<file path="config.mk">
export PLATFORM = sky130hd
export DESIGN_NAME = pdco_fifo
export DESIGN_NICKNAME = d
export VERILOG_FILES = /design/src/sv/pdco_fifo.sv
export SDC_FILE = /design/constraint.sdc
export NUM_CORES = 1
export LEC_CHECK = 0
export BUFFER_PORTS_ARGS = -buffer_cell sky130_fd_sc_hd__buf_4
export CORE_UTILIZATION = 49
export DETAILED_ROUTE_END_ITERATION = 6
export HOLD_SLACK_MARGIN = 0.02
export PLACE_DENSITY = 0.76
export SYNTH_ARGS = -nofsm -noshare
export SYNTH_HDL_FRONTEND = slang
export SYNTH_SLANG_ARGS = --single-unit
</file>
<file path="constraint.sdc">
create_clock -name clk -period 2.1 [get_ports clk]
set_clock_uncertainty 0.1 [all_clocks]
set_input_delay 0 -clock clk [delete_from_list [all_inputs] [get_ports clk]]
set_output_delay 0 -clock clk [all_outputs]
set_load 0.01 [all_outputs]
</file>
<file path="src/sv/pdco_fifo.sv">
module pdco_fifo #(
    parameter int WIDTH = 8,
    parameter int DEPTH = 4
) (
    input  logic                           clk,
    input  logic                           rst_n,
    input  logic                           wr,
    input  logic [WIDTH-1:0]               wdata,
    output logic                           full,
    input  logic                           rd,
    output logic [WIDTH-1:0]               rdata,
    output logic                           empty,
    output logic [$clog2(DEPTH+1)-1:0]     count
);
    localparam int PW = $clog2(DEPTH);
    localparam int CW = $clog2(DEPTH+1);

    logic [WIDTH-1:0] mem [DEPTH];
    logic [PW-1:0]    wr_ptr_reg, wr_ptr_next;
    logic [PW-1:0]    rd_ptr_reg, rd_ptr_next;
    logic [CW-1:0]    count_reg, count_next;
    logic             do_wr, do_rd;

    assign full  = (count_reg == CW'(DEPTH));
    assign empty = (count_reg == '0);
    assign count = count_reg;
    assign rdata = mem[rd_ptr_reg];
    assign do_wr = wr && !full;
    assign do_rd = rd && !empty;

    always_comb
    begin
        wr_ptr_next = wr_ptr_reg;
        rd_ptr_next = rd_ptr_reg;
        count_next  = count_reg;
        if (do_wr)
        begin
            wr_ptr_next = (wr_ptr_reg == PW'(DEPTH-1)) ? '0 : wr_ptr_reg + 1'b1;
        end
        if (do_rd)
        begin
            rd_ptr_next = (rd_ptr_reg == PW'(DEPTH-1)) ? '0 : rd_ptr_reg + 1'b1;
        end
        if (do_wr && !do_rd)
        begin
            count_next = count_reg + 1'b1;
        end
        else if (!do_wr && do_rd)
        begin
            count_next = count_reg - 1'b1;
        end
    end

    always_ff @(posedge clk or negedge rst_n)
    begin
        if (!rst_n)
        begin
            wr_ptr_reg <= '0;
            rd_ptr_reg <= '0;
            count_reg  <= '0;
        end
        else
        begin
            wr_ptr_reg <= wr_ptr_next;
            rd_ptr_reg <= rd_ptr_next;
            count_reg  <= count_next;
        end
    end

    always_ff @(posedge clk)
    begin
        if (do_wr)
        begin
            mem[wr_ptr_reg] <= wdata;
        end
    end

endmodule

</file>
---- After elaboration in Yosys (flattened, before gate mapping) ----
Memories as Yosys holds them, arrays and structs flattened.
Index checks and enable logic that the tools add are counted.
word-level totals
  input bits .............................. 12
  memory bits (read-only) ................. 0
  bits in registers ....................... 7
  memory bits (writable) .................. 32
  latch bits .............................. 0
  memories kept ........................... 1
  output and inout bits ................... 13
  logic and storage cells ................. 27
memory list
  memory  depth  width  read ports  clocked after Yosys merged registers in  write ports  line  source
  mem     4      8      1           0                                        1            18    logic [WIDTH-1:0] mem [DEPTH];
operators by class
  equal/unequal tests ..................... 3
  add/sub/neg operators ................... 4
  reductions and logical operators ........ 10
  multiply operators ...................... 0
  divide/modulo/power cells ............... 0
  muxes and demuxes ....................... 6
  shift operators ......................... 0
  $lt $le $gt $ge ......................... 0
  bitwise gates (word level) .............. 0
operator list
  kind                                                                 count
  3-bit two-way mux                                                    2
  2-bit by 1-bit adder with 2-bit output (second input constant)       2
  2-bit equality test (second input constant)                          2
  1-bit logical AND                                                    4
  1-bit logical NOT                                                    4
  2-bit two-way mux                                                    2
  3-bit by 1-bit adder with 3-bit output (second input constant)       1
  3-bit equality test (second input constant)                          1
  3-bit logical NOT                                                    1
  3-bit by 1-bit subtractor with 3-bit output (second input constant)  1
  1-bit two-way mux                                                    2
  2-bit nonzero test                                                   1

---- Logic depth before layout (Yosys ltp) ----
  depth in word-level cells ............... 7
  mapped depth ............................ 9
  gate-level depth less buffers ........... 8

---- Worst setup path before layout ----
No wires, ideal clock.
  path kind ............................... reg2reg
  start ................................... reg count_reg[0] (netlist: count[0])
  end ..................................... reg count_reg[2] (netlist: count[2])
  cell stages (with the launch flop) ...... 9
  setup slack ............................. -117 ps
  data required time ...................... 1921 ps
  arrival ................................. 2038 ps
  clock period less this slack ............ 2217 ps
  path buffers ............................ 0
  library setup time ...................... 79 ps
  path through ............................ dfrtp_1 -> nor3_1 -> nand2b_4 -> ha_1 -> inv_1 -> fa_1 -> xor2_1 -> nor2_1 -> xor2_1
on the way
  longest elaborated chain between the ends .. 6
  elaborated cells between the ends (all ways) .. 15
  those cells by class .................... add/sub: 2; eq/ne: 1; mux: 2; reduce/logical: 10
RTL lines
  what                                                     line  source
  start: declaration                                       21    logic [CW-1:0] count_reg, count_next;
  start signal: assignment                                 66    count_reg <= count_next;
  3-bit logical NOT (*)                                    25    assign empty = (count_reg == '0);
  named net empty                                          12    output logic empty,
  1-bit logical NOT (*)                                    29    assign do_rd = rd && !empty;
  1-bit logical AND (*)                                    29
  1-bit logical NOT                                        44    if (do_wr && !do_rd)
  1-bit logical AND                                        44
  3-bit two-way mux or 2-bit nonzero test (tied branches)  --
Mark *: on every way through the listed nets, which the timed path passes. The rest lies on a longest branch. The select of a mux whose other input is x is not followed.
A chain may end at the register's enable or synchronous reset.

---- Worst setup path in the final report ----
  start ................................... reg count_reg[2] (netlist: count[2])
  end ..................................... reg count_reg[2] (netlist: count[2])
on the way
  longest elaborated chain between the ends .. 6
  elaborated cells between the ends (all ways) .. 15
  those cells by class .................... add/sub: 2; eq/ne: 1; mux: 2; reduce/logical: 10
RTL lines
  what
  branches (longest 6 deep; another with 3-bit by 1-bit subtractor with 3-bit output)
Parallel ways; which one is timed is not known. The select of a mux whose other input is x is not followed.

==> results.json <==
{
  "status": "finished, final reports clean",
  "rows": 20,
  "routed_wl_um": 2450,
  "crit_required_ps": 2260,
  "intPower_mw": 1.80,
  "die_w_um": 59.5,
  "post_drt_wl_per_cell_um": 14.7,
  "fin_crit_sh": 0.947,
  "leakagePower_nw": 0.775,
  "syn-instance-count": 79,
  "place_congestion": 0.781,
  "max_freq_ghz": 0.503,
  "largest_reg_flops": 32,
  "clk_latency_ps": 330,
  "h-tree-depth": 2,
  "die_h_um": 59.5,
  "final_nets": 141,
  "pwr-share-comb": 0.386,
  "grt_max_degree": 12,
  "vias": 823,
  "slew_headroom": 0.593,
  "synth_cell_type_count": 19,
  "area_growth_pct": 26.0,
  "antenna_found_initial": 0,
  "tritoncts": "built",
  "power_density_nw_per_um2": 1280,
  "io_pins": 25,
  "worst_slew_pin_slew_ps": 610,
  "ir_worst_vdd_v": 0.000697,
  "startpoint_type": "register",
  "design.core.area_um2": 3100,
  "detail-route-antenna-nets": 0,
  "min_period_ps": 1990,
  "syn_nets": 98,
  "synth-seq-cells": 39,
  "cp_max_fo": 4,
  "cp-end-kind": "register",
  "hold_viol": 0,
  "syn-mean-instance-area_um2": 20.5,
  "fillers": 234,
  "clkPwrFrac": 0.134,
  "cts_root_buf": "clkbuf_4",
  "drive_gt1_frac": 0.472,
  "cts_buffers": 5,
  "final_max_slew_viol_count": 0,
  "setup_tns_ps": 0,
  "grt_overflow": 0,
  "postLayoutCellArea_um2": 2040,
  "drc_errors": 0,
  "syn_area_um2": 1620,
  "pre_cts_slack_ps": 45.1,
  "dp_hpwl_um": 1710,
  "setup_ws_ps": 112,
  "dpl_cell_area_um2": 1860,
  "synth.yosys.seq_area_share": 0.701,
  "crit_arrival_ps": 2140,
  "clock-sinks": 39,
  "grt_pass1_wl_um": 3860,
  "yosys_warnings": 0,
  "layout_commonest_cell": "edfxtp_1",
  "setup_viol": 0,
  "power.switching_mw": 0.808,
  "port_buffers": 24,
  "avgViaCountPerCell": 4.93,
  "hold_ws_ps": 129,
  "start_util": 0.522,
  "final_cell_mix": "edfxtp_1 (32), buf_4 (28), dlygate4sd3_1 (11)",
  "cts.path.max_buffers": 2,
  "maxCapViolations": 0,
  "dr.first_iter.drc_count": 20,
  "rsz0062_at_grt": "no",
  "p_seq_frac": 0.481,
  "cts.clk_slew.worst_paths_ps": 100,
  "hold_path.class": "in2reg",
  "dieArea_um2": 3540,
  "grt_pass1_vias": 795,
  "critPathKind": "reg2reg",
  "switching_share": 0.310,
  "firstDrtPassIters": 4,
  "grt_usage": 0.162,
  "diodes": 0,
  "reg2reg_slack_ps": 110
}
[worst paths after layout]
kind	from	cells after the start	to
min in group asynchronous	rst_n	3	rd_ptr_reg[0]
setup / recovery	count[2]	8	count[2]
setup reg to reg	count[2]	8	count[2]
max in group asynchronous	rst_n	3	count[0]
hold / removal	wr	4	count[0]
hold reg to reg	wr_ptr_reg[1]	1	wr_ptr_reg[1]
[power groups by stage]
stage	clock network (mW)	logic, mW	registers [mW]
finish	0.349	1.00	1.25
detailed placement	0	0.977	1.27
CTS	0.358	0.994	1.25
floorplan	0	0.670	1.17
global placement	0	0.947	1.25
global route	0.399	1.10	1.29
[stage by stage]
| stage | instances | utilization | power, mW |
|---|---|---|---|
| 6_report | 167 | 0.658 | 2.60 |
| 5_1_grt | 167 | 0.658 | 2.79 |
| 4_1_cts | 165 | 0.649 | 2.60 |
| 3_5_place_dp | 146 | 0.598 | 2.24 |
| 3_3_place_gp | 146 | 0.598 | 2.19 |
| 2_1_floorplan | 79 | - | 1.84 |
[routing by layer]
metal | vias up | global-route usage | wire length [um]
met2 | 17 | 0.255 | 1300
met1 | 409 | 0.203 | 999
met3 | 5 | 0.0590 | 115
met5 | - | 0 | 0
li1 | 392 | - | -
met4 | 0 | 0.0698 | 40
[cell families after synthesis]
family        Yosys count  share of synthesized area
flops                  39                      0.701
mux                    13                      0.151
simple gates           11                     0.0541
fa+ha+maj               7                     0.0587
buf+inv                 6                     0.0193
xor+xnor                3                     0.0162
[Yosys cell counts, drive strengths merged]
cell type / n / area (um^2)
nor2b: 1 / 8.76
fa: 1 / 20.0
buf: 3 / 20.0
xor2: 2 / 17.5
and2: 4 / 30.0
mux2: 5 / 63.8
xnor2: 1 / 8.76
dfrtp: 7 / 175
edfxtp: 32 / 961
nand2b: 1 / 13.8
nor3b: 1 / 18.8
nor3: 1 / 5.00
inv: 3 / 11.3
mux4: 8 / 180
ha: 6 / 75.1
nor2: 3 / 11.3
[layout make-up]
cell class / count / area [um^2] / area share
clock buffers: 8 / 48.8 / 0.0239
well taps: 44 / 55.1 / 0.0270
flip-flops and latches: 39 / 1140 / 0.558
multi-input cells: 34 / 467 / 0.229
repair buffers: 39 / 320 / 0.157
inverters: 3 / 11.3 / 0.00551
[timing repair]
action                                  4_1_cts  5_1_grt
gates resized for setup                       0        5
buffers inserted                              0        2
hold buffers                                 11        0
endpoints found under the hold margin        41        0
endpoints found under the setup margin        0        2
[critical path, stage by stage (launching register included)]
cell,delay (ps)
dfrtp_2,460
nor3b_4,170
nor2b_2,150
ha_2,210
inv_1,50
fa_1,370
xor2_1,150
nor2_1,110
xor2_1,140
Power figures use the tool's default switching activity.
