==> src/sv/pdco_pkg.sv <==
package pdco_pkg;

    localparam int ADDR_W = 19;
    localparam int RGB_W  = 16;
    localparam int CPOS_W = 14;

    typedef enum logic [1:0] {
        OP_PIXEL   = 2'd0,
        OP_PALETTE = 2'd1,
        OP_CURSOR  = 2'd2
    } op_t;

    typedef enum logic [2:0] {
        CFG_PAGE_WIDTH    = 3'd0,
        CFG_PAGE_HEIGHT   = 3'd1,
        CFG_CURSOR_WIDTH  = 3'd2,
        CFG_CURSOR_HEIGHT = 3'd3,
        CFG_CURSOR_LEFT   = 3'd4,
        CFG_CURSOR_TOP    = 3'd5
    } cfg_reg_t;

    typedef struct packed {
        op_t         operation;
        logic [7:0]  colour_index;
        logic [7:0]  palette_slot;
        logic [5:0]  red_six;
        logic [5:0]  green_six;
        logic [5:0]  blue_six;
        logic [11:0] cursor_slot;
    } in_item_t;

    typedef struct packed {
        logic [ADDR_W-1:0] frame_address;
        logic [RGB_W-1:0]  rgb565;
        logic              frame_last;
    } out_item_t;

    // geometry derived from the configuration registers
    typedef struct packed {
        logic [10:0]        pw;
        logic [10:0]        ph;
        logic [11:0]        cw;
        logic [11:0]        ch;
        logic [11:0]        ox;
        logic [11:0]        oy;
        logic [6:0]         cur_w;
        logic [6:0]         cur_h;
        logic signed [10:0] cur_left;
        logic signed [10:0] cur_top;
        logic               cur_ok;
    } geom_t;

    // classified item passed from front to back
    typedef struct packed {
        op_t               kind;
        logic [7:0]        index;
        logic [7:0]        pslot;
        logic [RGB_W-1:0]  entry;
        logic [CPOS_W-1:0] cpos;
        logic [9:0]        col;
        logic [9:0]        row;
        logic [6:0]        dx;
        logic [6:0]        dy;
        logic              hit;
        logic              last;
    } mid_item_t;

    function automatic logic [10:0] clamp_size(input logic [10:0] v);
        logic [10:0] r;
        if (v == 11'd0)
        begin
            r = 11'd1;
        end
        else if (v > 11'd1024)
        begin
            r = 11'd1024;
        end
        else
        begin
            r = v;
        end
        return r;
    endfunction

endpackage

==> src/sv/pdco_front.sv <==
module pdco_front #(
    parameter int CURSOR_PIXELS = 4096
) (
    input  logic                 clk,
    input  logic                 rst_n,
    input  logic                 push,
    output logic                 full,
    input  pdco_pkg::in_item_t   item,
    input  pdco_pkg::geom_t      geom,
    output logic                 mq_push,
    output pdco_pkg::mid_item_t  mq_item,
    input  logic                 mq_full
);
    import pdco_pkg::*;

    logic [9:0]         col_reg, col_next;
    logic [9:0]         row_reg, row_next;
    logic [10:0]        col_inc, row_inc;
    logic               accept;
    logic               visible;
    logic signed [12:0] dx, dy;
    logic               hit_x, hit_y;

    assign full   = mq_full;
    assign accept = push && !mq_full;

    assign col_inc = {1'b0, col_reg} + 11'd1;
    assign row_inc = {1'b0, row_reg} + 11'd1;
    assign visible = ({2'b00, col_reg} < geom.cw) && ({2'b00, row_reg} < geom.ch);

    // position relative to the cursor image corner
    assign dx    = $signed({3'b000, col_reg}) - $signed({{2{geom.cur_left[10]}}, geom.cur_left});
    assign dy    = $signed({3'b000, row_reg}) - $signed({{2{geom.cur_top[10]}}, geom.cur_top});
    assign hit_x = !dx[12] && (dx[11:0] < {5'b00000, geom.cur_w});
    assign hit_y = !dy[12] && (dy[11:0] < {5'b00000, geom.cur_h});

    always_comb
    begin
        mq_item.kind  = item.operation;
        mq_item.index = item.colour_index;
        mq_item.pslot = item.palette_slot;
        mq_item.entry = {item.red_six[5:1], item.green_six, item.blue_six[5:1]};
        mq_item.cpos  = CPOS_W'(item.cursor_slot);
        mq_item.col   = col_reg;
        mq_item.row   = row_reg;
        mq_item.dx    = dx[6:0];
        mq_item.dy    = dy[6:0];
        mq_item.hit   = geom.cur_ok && hit_x && hit_y;
        mq_item.last  = ({2'b00, col_reg} == geom.cw - 12'd1)
                     && ({2'b00, row_reg} == geom.ch - 12'd1);

        mq_push  = 1'b0;
        col_next = col_reg;
        row_next = row_reg;
        unique case (item.operation)
            OP_PIXEL:
            begin
                mq_push = accept && visible;
                if (accept)
                begin
                    if (col_inc >= geom.pw)
                    begin
                        col_next = '0;
                        row_next = (row_inc >= geom.ph) ? '0 : row_inc[9:0];
                    end
                    else
                    begin
                        col_next = col_inc[9:0];
                    end
                end
            end
            OP_PALETTE:
            begin
                mq_push = accept;
            end
            OP_CURSOR:
            begin
                mq_push = accept && ({3'b000, item.cursor_slot} < 15'(CURSOR_PIXELS));
            end
            default:
            begin
                mq_push = 1'b0;
            end
        endcase
    end

    always_ff @(posedge clk or negedge rst_n)
    begin
        if (!rst_n)
        begin
            col_reg <= '0;
            row_reg <= '0;
        end
        else
        begin
            col_reg <= col_next;
            row_reg <= row_next;
        end
    end

endmodule

==> config.mk <==
export PLATFORM = sky130hd
export DESIGN_NAME = pdco_front
export DESIGN_NICKNAME = d
export VERILOG_FILES = /design/src/sv/pdco_pkg.sv /design/src/sv/pdco_front.sv
export SDC_FILE = /design/constraint.sdc
export NUM_CORES = 1
export LEC_CHECK = 0
export ABC_AREA = 1
export BUFFER_PORTS_ARGS = -buffer_cell sky130_fd_sc_hd__buf_2
export CAP_MARGIN = 10
export CORE_UTILIZATION = 48
export DETAILED_ROUTE_END_ITERATION = 6
export PLACE_DENSITY = 0.84
export SLEW_MARGIN = 40
export SYNTH_ARGS = -nofsm -noshare
export SYNTH_HDL_FRONTEND = slang
export SYNTH_SLANG_ARGS = --single-unit
export TNS_END_PERCENT = 20
==> constraint.sdc <==
create_clock -name clk -period 3.5 [get_ports clk]
set_input_delay 0.35 -clock clk [delete_from_list [all_inputs] [get_ports clk]]
set_output_delay 0.35 -clock clk [all_outputs]
set_load 0.05 [all_outputs]
### Yosys cells after proc, flatten, opt, wreduce, memory -nomap -nowiden

Cells that the tools add are included.

| word-level totals | value |
|---|---|
| register bits | 20 |
| input port bits | 159 |
| output and inout port bits | 86 |
| word-level logic and storage cells | 36 |

| operators by class | value |
|---|---|
| $add $sub $neg | 6 |
| magnitude comparators | 6 |
| eq/ne operators | 4 |
| multiplexer cells | 3 |
| reductions and logical operators | 15 |

Operator list:

| kind | count |
|---|---|
| $eq A10 B12 Y1 | 2 |
| $lt A10 B12 Y1 | 2 |
| $lt A12 B7 Y1 | 2 |
| $sub A11 B11 Y12 | 2 |
| $sub A12 B1 Y12 const B | 2 |
| $add A10 B1 Y11 const B | 2 |
| $ge A11 B11 Y1 | 2 |
| $mux W10 | 2 |
| $logic_and A1 B1 Y1 | 8 |
| $logic_not A1 Y1 | 3 |
| $reduce_and A3 Y1 | 1 |
| $eq A2 B1 Y1 const B | 1 |
| $eq A2 B2 Y1 const B | 1 |
| $logic_not A2 Y1 | 1 |
| $pmux W1 S2 | 1 |
| $reduce_and A2 Y1 | 1 |
| $reduce_or A2 Y1 | 1 |

### Depth between registers and ports, before layout

| depth | value |
|---|---|
| word-level depth | 5 |
| depth in mapped cells | 18 |
| mapped depth without buffers | 17 |

### Worst setup path after synthesis

Ideal clock, no wire load.

| path | value |
|---|---|
| path type | register to output |
| start point | reg col_reg[0] |
| end point | out mq_item[1] (netlist name) |
| data arrival time | 3.849 ns |
| required time | 3.150 ns |
| slack | -0.699 ns |
| stages on the path, launching flop included | 16 |
| buffers on the path | 0 |
| path through | dfrtp_1 > inv_1 > ha_1 > inv_1 > fa_1 > nand2_1 > nand3_1 > nand2_1 > o21ai_0 > xor2_1 > ha_1 > nand2_1 > nand2_1 > nor2_1 > nand2_1 > nor2_1 |

RTL lines:

| item | RTL line | text |
|---|---|---|
| from (decl) | pdco_front.sv:16 | `logic [9:0] col_reg, col_next;` |
| from (signal assigned) | pdco_front.sv:96 | `col_reg <= col_next;` |
| to (decl) | pdco_front.sv:11 | `output pdco_pkg::mid_item_t mq_item,` |

==> key figures <==
STA
  – Period utilization: 0.939
  – Crit path time final: 3.28 ns
  – Final hold violations: 0
  – Final setup vio count: 0
  – Max Slew Vio Count: 0
  – Worst Skew: 0.00267 ns
  – Max Fclk: 304 MHz
  – RSZ-0062 raised after global routing: no
  – Sum Neg Setup Slack: 0 ns
  – Hold Slack: 0.0385 ns

Worst setup path
  – FF-to-FF End: row_reg[1]
  – Critical path origin: col_reg[0]
  – WP data arrival: 2.93 ns
  – Max stage delay on crit path: 0.44 ns
  – Worst Setup Path Type: reg2out
  – Worst Setup End Kind: output port
  – Buf/Inv on CP: 3
  – CP Launch Type: flip-flop
  – Flop-to-flop setup slack: 0.45 ns
  – Crit path max fanout: 4
  – Crit-path cells: inv_2 -> ha_1 -> inv_1 -> fa_2 -> nand2_1 -> nand3_1 -> nand2_2 -> o21ai_1 -> xor2_2 -> ha_1 -> nor3b_2 -> nand3_1 -> nor2_1 -> nand4_1 -> nor2_4 -> buf_8
  – Worst r2r path cells: 17
  – Worst path depth: 16
  – Cell family with most CP delay: simple AND/OR/NAND/NOR gates
  – CP Data Required Time: 3.15 ns
  – R2r startpoint: col_reg[1]
  – Slowest cell on the critical path: dfrtp_2

Floorplan
  – Die Width: 102 um
  – Area of the core: 9770 sq um
  – Height of the chip: 102 um
  – Die area: 10500 sq um
  – Starting Density: 0.496
  – FP Rows: 36
  – # IOs: 245

Global route
  – First-pass GRT wire length: 18200 um
  – GRT overflow: 0
  – Met1 track demand over resource: 0.272
  – Grt met3 use: 0.0164
  – Grt peak-use layer: met2
  – Met2 usage: 0.385
  – Initial antenna violation count: 0
  – Total GRT Usage: 0.215
  – Largest net degree at the start of global routing: 21
  – Vias in the first global route: 4306

Yosys
  – Synth top area share: 0.207
  – Sequential-to-total area share from yosys stat: 0.103
  – Number of synthesized flops with an enable pin: 0
  – Cell Area, Synth: 4840 sq um
  – Top cells by area, synth: ha_1 21%, nand2_1 13%, inv_1 11%, dfrtp_1 10%, buf_4 7.6%
  – Seq cells post-synth: 20
  – Cell count after synthesis: 761
  – Async SR Flop Fraction: 1.00
  – Ys Warns: 0
  – Avg Cell Area, Syn: 6.37 sq um
  – Most used DFF post-synth: dfrtp_1
  – Number of unique standard cell types used by synthesis: 47
  – Cell taking the most area after synthesis: ha_1

Drt
  – DRT iter0 DRCs: 216
  – ANT nets after route: 0
  – DR vias: 4845
  – Routed wire length: 11100 um
  – DRC errors left: 0
  – First-pass DRT Iterations: 5
  – Post-DR wirelength/cell: 11.3 um
  – Via/cell ratio: 4.94

Power and ir drop
  – Lkg Pwr: 3.36 nW
  – Max IR drop VDD: 0.383 mV
  – Overall Power: 2.81 mW
  – PwrDens: 515 nW/um^2

Placement
  – Port Buf Inserts: 128
  – HPWL Detailed: 9680 um
  – DP Cell Count: 974
  – Gp weighted congestion: 0.863

CTS
  – # H-tree levels: 1
  – CTS max path bufs: 2
  – CTS Sinks: 20
  – Root Buffer: clkbuf_8
  – CTS tree: built
  – Clk slew on worst S/H paths: 0.08 ns
  – Number of CTS-inserted buffers: 3
  – Worst-Skew Late Latency: 0.26 ns

Layout
  – Most frequent cells in the layout: 173 x nand2_1, 147 x inv_1, 127 x buf_2
  – Diode count: 0
  – Commonest non-fill, non-tap cell in the layout: nand2_1
  – # nets final: 1089
  – Final non-filler cell total: 980
  – Fill cells: 961
  – Layout area overhead: 12.6%
  – Layout cell share with drive strength beyond 1: 0.215

Run
  – # Max-Cap Violations: 0

Status
  – Status: finished clean

Hold path
  – Hold Path Class: in2async
synthesized netlist by cell type, types with 2 or more instances:
master    instances
nand3_1          48
xor2_1           35
nand3_2           2
nand4_1          18
nor3_2            3
o211ai_1          2
nor3_1            2
dfrtp_1          20
xnor2_1           9
nand3b_1          4
fa_1              2
inv_1           148
or2_2             3
o21ai_0          26
nand2_2           2
a21oi_1          36
nor2_2            6
inv_2             3
nor2_1           57
buf_4            49
nor2_4            3
a31oi_1           2
ha_1             80
nand2_1         174
o21bai_1          5
worst max path at each step:
stage	to
after floorplan	mq_item[1]
after global placement	mq_item[1]
after detailed placement	mq_item[1]
after CTS	mq_item[1]
after global routing	mq_item[1]
final	mq_item[1]
metrics by stage:
step / utilization / area, sq um / worst slack, ns
2_1_floorplan: - / 4930 / 0.000904
3_3_place_gp: 0.550 / 5380 / 0.234
3_5_place_dp: 0.550 / 5380 / 0.174
4_1_cts: 0.555 / 5430 / 0.0189
5_1_grt: 0.558 / 5460 / 0.0252
6_report: 0.558 / 5460 / 0.215
worst register-to-register path, stage by stage (launching register included):
cell and delay [ns]:
dfrtp_1 0.53, ha_1 0.26, nand3_1 0.16, inv_1 0.10, nand4_1 0.14, or2_1 0.27
nand2_1 0.07, inv_1 0.05, ha_1 0.31, nand2_1 0.06, nor2_1 0.12, a21boi_1 0.18
nor2_1 0.07, nand3_2 0.11, nand2_2 0.19, nor2_4 0.22, nand2_1 0.09, nand2_1 0.06
per-layer routing:
| layer | part of all wire | wire [um] |
|---|---|---|
| met1 | 0.46 | 5100 |
| met2 | 0.47 | 5250 |
| met3 | 0.048 | 537 |
| met4 | 0.021 | 235 |
| met5 | 0 | 0 |
power breakdown:
| part | switching [mW] | total [mW] | internal [mW] |
|---|---|---|---|
| registers | 0.129 | 0.416 | 0.287 |
| clock network | 0.0791 | 0.160 | 0.0811 |
| logic | 1.50 | 2.23 | 0.729 |
cell type report:
class	instances	area, sq um	share of cell area
timing repair buffer	134	696	0.127
tap	133	166	0.0305
clock buffer	4	45.0	0.00825
inverter	152	576	0.105
multi-input combinational	537	3470	0.636
sequential	20	502	0.0920
timing repair:
action,4_1_cts,5_1_grt
hold buffers,0,0
gates resized for setup,3,5
buffers inserted,0,2
setup endpoints to repair,1,1
cells by family after synthesis:
group	share of synthesized area
compound gates	0.0901
xor+xnor	0.0829
simple gates	0.308
fa+ha+maj	0.215
flops	0.103
buf+inv	0.200
other cells	0.000774
(Power assumes the default switching activity.)
